===== src/rtl/mbcrc_pkg.sv =====
package mbcrc_pkg;

  localparam logic [15:0] CRC_INIT = 16'hFFFF;
  localparam logic [15:0] CRC_POLY = 16'hA001;
  localparam logic [15:0] LOW_MASK = 16'h00FF;
  localparam logic [2:0]  IDX_MAX  = 3'd7;
  localparam logic [2:0]  IDX_HUM_HI = 3'd2;
  localparam logic [2:0]  IDX_HUM_LO = 3'd3;

  typedef struct packed {
    logic        crc_ok;
    logic        short_frame;
    logic [15:0] computed_crc;
    logic [15:0] humidity_tenths;
  } res_t;

  // one byte folded into the reflected crc, eight shift steps
  function automatic logic [15:0] crc_fold(input logic [15:0] crc_in, input logic [7:0] b);
    logic [15:0] c;
    c = crc_in ^ {8'h00, b};
    for (int k = 0; k < 8; k++) begin
      if (c[0]) begin
        c = (c >> 1) ^ CRC_POLY;
      end else begin
        c = c >> 1;
      end
    end
    return c;
  endfunction

endpackage


===== src/rtl/mbcrc_core.sv =====
module mbcrc_core
  import mbcrc_pkg::*;
(
  input  logic       clk,
  input  logic       rst,
  input  logic       step,
  input  logic [7:0] data_byte,
  input  logic       last_byte,
  output res_t       res
);

  logic [15:0] running_crc;
  logic [7:0]  delay0;
  logic [7:0]  delay1;
  logic [2:0]  byte_index;
  logic [15:0] humidity_word;

  logic [15:0] running_crc_next;
  logic [15:0] humidity_word_next;
  logic [2:0]  byte_index_next;

  always_comb begin
    running_crc_next = running_crc;
    if (byte_index >= IDX_HUM_HI) begin
      running_crc_next = crc_fold(running_crc, delay0);
    end
    humidity_word_next = humidity_word;
    if (byte_index == IDX_HUM_HI) begin
      humidity_word_next = {data_byte, humidity_word[7:0]};
    end else if (byte_index == IDX_HUM_LO) begin
      humidity_word_next = {humidity_word[15:8], data_byte};
    end
    byte_index_next = (byte_index == IDX_MAX) ? byte_index : byte_index + 3'd1;

    res.short_frame     = (byte_index == 3'd0);
    res.crc_ok          = (byte_index != 3'd0) && (data_byte == running_crc_next[15:8])
                          && (delay1 == running_crc_next[7:0]);
    res.computed_crc    = running_crc_next;
    res.humidity_tenths = humidity_word_next;
  end

  always_ff @(posedge clk) begin
    if (rst || (step && last_byte)) begin
      running_crc   <= CRC_INIT;
      delay0        <= 8'h00;
      delay1        <= 8'h00;
      byte_index    <= 3'd0;
      humidity_word <= 16'h0000;
    end else if (step) begin
      running_crc   <= running_crc_next;
      delay0        <= delay1;
      delay1        <= data_byte;
      byte_index    <= byte_index_next;
      humidity_word <= humidity_word_next;
    end
  end

  a_frame_end_clears: assert property (@(posedge clk) disable iff (rst)
    step && last_byte |=> byte_index == 3'd0 && running_crc == CRC_INIT
                          && humidity_word == 16'h0000)
    else $error("state not cleared after final beat");

  a_index_counts: assert property (@(posedge clk) disable iff (rst)
    step && !last_byte && byte_index != IDX_MAX |=> byte_index == $past(byte_index) + 3'd1)
    else $error("byte index did not advance");

  a_crc_idle_early: assert property (@(posedge clk) disable iff (rst)
    byte_index < IDX_HUM_HI |-> running_crc == CRC_INIT)
    else $error("crc changed before third byte");

  a_short_fails: assert property (@(posedge clk) disable iff (rst)
    res.short_frame |-> !res.crc_ok && res.computed_crc == CRC_INIT
                        && res.humidity_tenths == 16'h0000)
    else $error("short frame result malformed");

endmodule


===== src/rtl/modbus_crc_frame_checker_unit.sv =====
// a final beat's result passes the input register, then the state update
// and result register; a stall on the output can hold it between them
// throughput: one byte per cycle when not stalled; the crc fold is eight combinational shift steps
// input side stalls only while a final byte waits for a full, stalled result register
// reset (rst, synchronous, active high) clears valids, crc to 0xffff and frame state
module modbus_crc_frame_checker_unit
  import mbcrc_pkg::*;
(
  input  logic        clk,
  input  logic        rst,
  input  logic        s_axis_tvalid,
  output logic        s_axis_tready,
  input  logic [7:0]  s_axis_tdata,  // data_byte
  input  logic        s_axis_tlast,  // last_byte
  output logic        m_axis_tvalid,
  input  logic        m_axis_tready,
  output logic [31:0] m_axis_tdata,  // computed_crc, humidity_tenths
  output logic [1:0]  m_axis_tuser   // crc_ok, short_frame
);

  logic       in_valid;
  logic [7:0] in_byte;
  logic       in_last;
  logic       out_free;
  logic       adv;
  res_t       res;
  res_t       out_res;

  assign out_free      = !m_axis_tvalid || m_axis_tready;
  assign adv           = in_valid && (!in_last || out_free);
  assign s_axis_tready = !in_valid || adv;

  always_ff @(posedge clk) begin
    if (rst) begin
      in_valid <= 1'b0;
    end else if (s_axis_tready) begin
      in_valid <= s_axis_tvalid;
    end
  end

  always_ff @(posedge clk) begin
    if (s_axis_tvalid && s_axis_tready) begin
      in_byte <= s_axis_tdata;
      in_last <= s_axis_tlast;
    end
  end

  mbcrc_core u_core (
    .clk       (clk),
    .rst       (rst),
    .step      (adv),
    .data_byte (in_byte),
    .last_byte (in_last),
    .res       (res)
  );

  always_ff @(posedge clk) begin
    if (rst) begin
      m_axis_tvalid <= 1'b0;
    end else if (out_free) begin
      m_axis_tvalid <= adv && in_last;
    end
  end

  always_ff @(posedge clk) begin
    if (adv && in_last) begin
      out_res <= res;
    end
  end

  assign m_axis_tdata = {out_res.humidity_tenths, out_res.computed_crc};
  assign m_axis_tuser = {out_res.short_frame, out_res.crc_ok};

  a_no_overwrite: assert property (@(posedge clk) disable iff (rst)
    m_axis_tvalid && !m_axis_tready |-> !(adv && in_last))
    else $error("pending result overwritten");

  a_result_from_final: assert property (@(posedge clk) disable iff (rst)
    $rose(m_axis_tvalid) |-> $past(adv) && $past(in_last))
    else $error("result without final beat");

  a_nonfinal_flows: assert property (@(posedge clk) disable iff (rst)
    in_valid && !in_last |-> s_axis_tready)
    else $error("stall on non-final beat");

endmodule

===== config.mk =====
export PLATFORM = sky130hd
export DESIGN_NAME = modbus_crc_frame_checker_unit
export DESIGN_NICKNAME = d
export VERILOG_FILES = /design/src/rtl/mbcrc_pkg.sv /design/src/rtl/mbcrc_core.sv /design/src/rtl/modbus_crc_frame_checker_unit.sv
export SDC_FILE = /design/constraint.sdc
export NUM_CORES = 1
export LEC_CHECK = 0
export BUFFER_PORTS_ARGS = -buffer_cell sky130_fd_sc_hd__buf_2
export CAP_MARGIN = 0
export CORE_MARGIN = 8
export CORE_UTILIZATION = 35
export CTS_CLUSTER_DIAMETER = 30
export CTS_CLUSTER_SIZE = 30
export DETAILED_ROUTE_END_ITERATION = 7
export GPL_ROUTABILITY_DRIVEN = 0
export MAX_ROUTING_LAYER = met4
export PLACE_DENSITY_LB_ADDON = 0.25
export SLEW_MARGIN = 5
export SYNTH_ARGS = -nofsm -noshare
export SYNTH_HDL_FRONTEND = slang
export SYNTH_SLANG_ARGS = --single-unit

===== constraint.sdc =====
create_clock -name clk -period 5.1 [get_ports clk]
set_clock_uncertainty 0.2 [all_clocks]
set_input_delay 1.02 -clock clk [delete_from_list [all_inputs] [get_ports clk]]
set_output_delay 1.02 -clock clk [all_outputs]
set_load 0.05 [all_outputs]

; Word-level counts from Yosys, hierarchy flattened
; Index checks and enable logic that the tools add are counted.
[totals]
reg_bits = 96
input_bits = 13
out_inout_bits = 36
word_cells = 63
[classes]
add_sub_neg = 1
n_lt_le_gt_ge = 1
eq_ne = 5
mux = 18
bitwise = 10
reduce_logical = 15
[op_table]
columns = operator, count
row1 = two-way mux 16 bit, 17
row2 = NOT 2 -> 3 bit, 8
row3 = == test 8 bit, 2
row4 = XOR 16 x 8 -> 16 bit, 1
row5 = two-way mux 8 bit, 1
row6 = == test 3 x 2 -> 1 bit (second input constant), 2
row7 = logical AND 1 bit, 5
row8 = logical OR 1 bit, 4
row9 = adder 3 x 1 -> 3 bit (second input constant), 1
row10 = == test 3 bit (second input constant), 1
row11 = >= comparator 3 x 2 -> 1 bit (second input constant), 1
row12 = zero test 1 bit, 3
row13 = zero test 3 bit, 1
row14 = nonzero test 3 bit, 1
row15 = AND reduction 2 bit, 1
row16 = NOT 1 bit, 1

; Logic depth before layout (Yosys ltp)
[depth]
depth_word = 28
depth_mapped = 8
mapped_depth_nobuf = 7

; Modules after synthesis
; From an unflattened synthesis, not the netlist that was laid out.
[unflattened]
hier_cells = 351
area_unflattened_um2 = 4172.8
[modules_own_cells]
columns = mod, n_inst, cells_each, area_each_um2, seq_area_each_um2
row1 = mbcrc_core, 1, 296, 2777.7, 1021.0
row2 = modbus_crc_frame_checker_unit, 1, 55, 1395.1, 1331.3

; Least setup slack after synthesis
; No wires, ideal clock.
[synth_path]
path_kind = input -> register
startpoint = in m_axis_tready
endpoint = reg u_core.byte_index[0]
setup_ps = 128
t_arrival_ps = 2917
required_time_ps = 4772
slack_ps = 1855
cell_stages = 7
path_buffers = 2
path_cell_list = nor2b_1 -> nand2_1 -> and3_1 -> or2_2 -> clkbuf_1 -> clkbuf_1 -> nor2_1
[synth_between]
elab_chain_cells = 5
word_cells_on_any_way = 6
classes_between = 6 x reduce/logical
[synth_lines]
columns = item, line_no
row1 = from (decl), modbus_crc_frame_checker_unit.sv:16  ; input logic m_axis_tready,
row2 = logical OR 1 bit *, modbus_crc_frame_checker_unit.sv:29  ; assign out_free = !m_axis_tvalid || m_axis_tready;
row3 = logical OR 1 bit *, modbus_crc_frame_checker_unit.sv:30  ; assign adv = in_valid && (!in_last || out_free);
row4 = logical AND 1 bit *, modbus_crc_frame_checker_unit.sv:30
row5 = logical AND 1 bit, mbcrc_core.sv:43  ; if (rst || (step && last_byte)) begin
row6 = logical OR 1 bit, mbcrc_core.sv:43
row7 = to (signal assigned), mbcrc_core.sv:53  ; byte_index <= byte_index_next;
row8 = to (decl), mbcrc_core.sv:15  ; logic [2:0] byte_index;
; Every way passes the cells marked *; elsewhere a longest branch is shown, timed or not.
; A chain may end at the register's enable or synchronous reset.

; Final worst setup path
[layout_path]
startpoint = in m_axis_tready
endpoint = reg u_core.running_crc[15]
[layout_between]
elab_chain_cells = 5
[layout_lines]
columns = item, line_no
row1 = logical OR 1 bit *, modbus_crc_frame_checker_unit.sv:29
row2 = logical OR 1 bit *, modbus_crc_frame_checker_unit.sv:30
row3 = logical AND 1 bit *, modbus_crc_frame_checker_unit.sv:30
row4 = logical AND 1 bit, mbcrc_core.sv:43
row5 = logical OR 1 bit, mbcrc_core.sv:43
row6 = to (signal assigned), mbcrc_core.sv:50  ; running_crc <= running_crc_next;
row7 = to (decl), mbcrc_core.sv:12  ; logic [15:0] running_crc;
; Marked as above.

==> results.sh <==
export IMPL_setup_ws_ns=1.89
export IMPL_drtPass1Iterations=4
export IMPL_routed_via_density=4.86
export IMPL_number_of_antenna_violations_at_the_first_check_in_global_routing=0
export IMPL_number_of_enable_flip_flop_cells_after_synthesis=43
export IMPL_share_comb_of_total_power_pct=11.6
export IMPL_syn_area_um2=4350
export IMPL_post_cts_hold_buffers=0
export IMPL_tritoncts_num_buffers=9
export IMPL_synth_largest_area_cell="sky130_fd_sc_hd__edfxtp_1"
export IMPL_reg2reg_setup_slack_ns=2.31
export IMPL_cp_slowest_stage_delay_ns=0.90
export IMPL_crit_path_end_kind="flip-flop"
export IMPL_areaGrowthSynthToFinish_pct=15.6
export IMPL_antenna_diode_count=0
export IMPL_post_cts_setup_buffer_count=0
export IMPL_mappedNetlistNets=435
export IMPL_total_power_mw=1.74
export IMPL_grt_setup_unrepaired="no"
export IMPL_global_route_usage_total_pct=13.0
export IMPL_syn_avg_cell_area_um2=10.4
export IMPL_max_cap_violations=0
export IMPL_design_die_area_um2=16300
export IMPL_timing_rr_start="m_axis_tvalid"
export IMPL_finalHoldViolCount=0
export IMPL_clockPowerShare_pct=39.4
export IMPL_cts_num_sinks=96
export IMPL_first_global_vias=2951
export IMPL_whs_path_depth=2
export IMPL_clock_tree_from_tritoncts="built"
export IMPL_route_antenna_remaining_nets=0
export IMPL_cellInternalPower_mw=1.30
export IMPL_power_density_nw_per_um2=347
export IMPL_design_final_nets=477
export IMPL_netlist_top_cells_count="88 x sky130_fd_sc_hd__nand2_1, 53 x sky130_fd_sc_hd__dfxtp_1, 44 x sky130_fd_sc_hd__a21oi_1"
export IMPL_grt_first_pass_wirelength_um=15900
export IMPL_post_place_cells=616
export IMPL_drtIter0Drc=289
export IMPL_layout_drive_gt1_share_pct=21.1
export IMPL_setup_worst_path_class="input pin to flip-flop"
export IMPL_whs_endpoint="u_core.humidity_word[8]"
export IMPL_post_route_cell_area_um2=5030
export IMPL_path_clk_slew_ns=0.06
export IMPL_postLayoutCoreUtil_pct=41.7
export IMPL_critical_path_max_fanout=37
export IMPL_outcome="finished clean"
export IMPL_syn_instance_count=417
export IMPL_critical_path_cell_chain="buf_2, nor2b_1, nand2_1, and3_2, nor2_1, o311ai_0"
export IMPL_power_switching_fraction_pct=25.3
export IMPL_max_vdd_ir_drop_uv=125
export IMPL_synth_seq_area_share_pct=54.1
export IMPL_hold_slack_ns=0.253
export IMPL_postRouteWirelength_um=10000
export IMPL_final_cells=632
export IMPL_max_slew_margin_rel_pct=32.7
export IMPL_io_buffer_count=48
export IMPL_vias=3073
export IMPL_n_fill_cell=1173
export IMPL_most_frequent_cell_after_synthesis="sky130_fd_sc_hd__nand2_1"
export IMPL_io_pin_count=49
export IMPL_synth_top_flop_cell="sky130_fd_sc_hd__dfxtp_1"
export IMPL_fp_row_count=40
export IMPL_tightest_slew_ns=1.01
export IMPL_post_dp_cell_area_um2=4720
export IMPL_setup_total_negative_slack_ns=0
export IMPL_crit_path_start_kind="input pin"
export IMPL_die_w_um=128
export IMPL_post_place_ws_ns=1.40
export IMPL_timing_hold_worst_class="flip-flop to flip-flop"
export IMPL_grt_start_max_net_pins=45
export IMPL_clock_fmax_ghz=0.312
export IMPL_dpl_hpwl_um=6830
export IMPL_synth_seq_cells=96
export IMPL_asr_flop_ratio_synth_pct=0
export IMPL_final_critical_delay_including_setup_and_external_delays_ns=3.21
export IMPL_yosys_cell_types_count=47
export IMPL_final_min_period_over_clock_period_pct=62.9
export IMPL_dieHeight_um=128
export IMPL_p_leak_nw=1.90
export IMPL_post_cts_resize_count=0
export IMPL_coreArea_um2=12100
export IMPL_ys_warn_count=0
export IMPL_clk_insertion_delay_late_ns=0.34
export IMPL_pwr_share_seq_pct=49.0
export IMPL_route_detailed_wl_per_inst_um=15.9
export IMPL_initial_core_utilization_pct=36.1
export IMPL_synth_top_area_share_pct=29.7
export IMPL_timing_final_setup_violations=0
export IMPL_timing_critical_path_arrival_ns=3.17
export IMPL_report_final_slew_viol_count=0
export IMPL_r2r_cells=5
export IMPL_drc=0
export IMPL_clock_tree_buffer_depth=2
export IMPL_r2r_end="u_core.running_crc[15]"
export IMPL_worst_endpoint_required_ns=5.07
export IMPL_slowest_stage="sky130_fd_sc_hd__nor2_1"
export IMPL_cts_htree_levels=3
export IMPL_synth_top_cells_by_area="sky130_fd_sc_hd__edfxtp_1 30%, sky130_fd_sc_hd__dfxtp_1 24%, sky130_fd_sc_hd__nand2_1 7.6%"
export IMPL_switchingPower_uw=441
export IMPL_total_overflow_reported_by_the_global_router=0
export IMPL_worstHoldStart="u_core.humidity_word[8]"
export IMPL_clockRootBuffer="sky130_fd_sc_hd__clkbuf_16"
-- flip-flops by register name, indices dropped and copies added (netlist names) --
| name | count |
|---|---|
| u_core.byte_index | 3 |
| in_byte | 8 |
| m_axis_tuser | 2 |
| in_valid | 1 |
| u_core.humidity_word | 16 |
| in_last | 1 |
| u_core.delay0 | 8 |
| u_core.delay1 | 8 |
| m_axis_tvalid | 1 |
| m_axis_tdata | 32 |
| u_core.running_crc | 16 |
-- cell usage in the layout, fill, tap and decap left out, drive strengths merged, types with 2 or more instances in the layout --
| cell type | netlist | routed |
|---|---|---|
| nor4 | 2 | 2 |
| nand3 | 3 | 3 |
| a21oi | 44 | 44 |
| a221oi | 4 | 4 |
| o21a | 2 | 2 |
| buf | 2 | 52 |
| edfxtp | 43 | 43 |
| xnor3 | 6 | 6 |
| dfxtp | 53 | 53 |
| xor2 | 3 | 3 |
| a2111oi | 3 | 3 |
| nor2 | 31 | 31 |
| mux2i | 4 | 4 |
| xor3 | 2 | 2 |
| o211ai | 8 | 8 |
| nand2 | 88 | 88 |
| clkinvlp | 0 | 2 |
| mux2 | 14 | 14 |
| or2 | 2 | 2 |
| a31oi | 2 | 2 |
| ha | 5 | 5 |
| o21ai | 13 | 13 |
| xnor2 | 21 | 21 |
| inv | 19 | 21 |
| a211o | 2 | 2 |
| nor2b | 4 | 4 |
| and2 | 4 | 4 |
| clkbuf | 19 | 11 |
| a211oi | 3 | 3 |
-- critical path, delay by kind of cell --
family / cells / cell delay (ns)
compound gates: 1 / 0.27
simple gates: 4 / 1.76
buf+inv: 1 / 0.10
-- logic make-up (layout without fill, tap and decap cells) --
kind of cell / count (synthesis) / in the layout / synth area share, %
buffers and inverters: 40 / 87 / 4.17
AND/OR/NAND/NOR: 137 / 137 / 12.8
flip-flops: 96 / 96 / 54.1
AO/OA/AOI/OAI: 89 / 89 / 12.6
adder cells (fa/ha/maj): 5 / 5 / 1.44
multiplexers: 18 / 18 / 4.54
XOR/XNOR: 32 / 32 / 10.4
-- cell type report --
type                            count  area (um^2)  share of cell area, %
Timing Repair Buffer               52          270                   5.37
Clock buffer                       11          243                   4.83
Inverter                           19         71.3                   1.42
Clock inverter                      5         62.6                   1.24
Multi-Input combinational cell    281         1820                   36.2
Tap cell                          168          210                   4.18
Sequential cell                    96         2350                   46.8
-- worst max path at each step --
| stage | startpoint | endpoint | slack (ns) |
|---|---|---|---|
| floorplan | m_axis_tready | u_core.byte_index[0] | 1.86 |
| global placement | m_axis_tready | u_core.running_crc[15] | 1.53 |
| finish | m_axis_tready | u_core.running_crc[15] | 1.89 |
| detailed placement | m_axis_tready | u_core.running_crc[15] | 1.40 |
| global route | m_axis_tready | u_core.running_crc[15] | 1.52 |
| CTS | m_axis_tready | u_core.running_crc[15] | 1.78 |
-- power groups by stage --
stage,combinational (mW),sequential [mW],clock [mW]
2_1_floorplan,0.139,0.885,0
3_3_place_gp,0.200,0.870,0
3_5_place_dp,0.202,0.871,0
4_1_cts,0.203,0.854,0.699
5_1_grt,0.221,0.857,0.733
6_report,0.202,0.855,0.687
-- per-layer routing --
metal / vias to the layer above / global-route usage [%] / part of all wire (%)
li1: 1529 / - / -
met1: 1447 / 16.4 / 47
met2: 80 / 19.4 / 46
met3: 17 / 2.70 / 5.0
met4: 0 / 6.58 / 2.2
met5: - / - / 0
No activity file was read; power rests on OpenSTA's default activity.
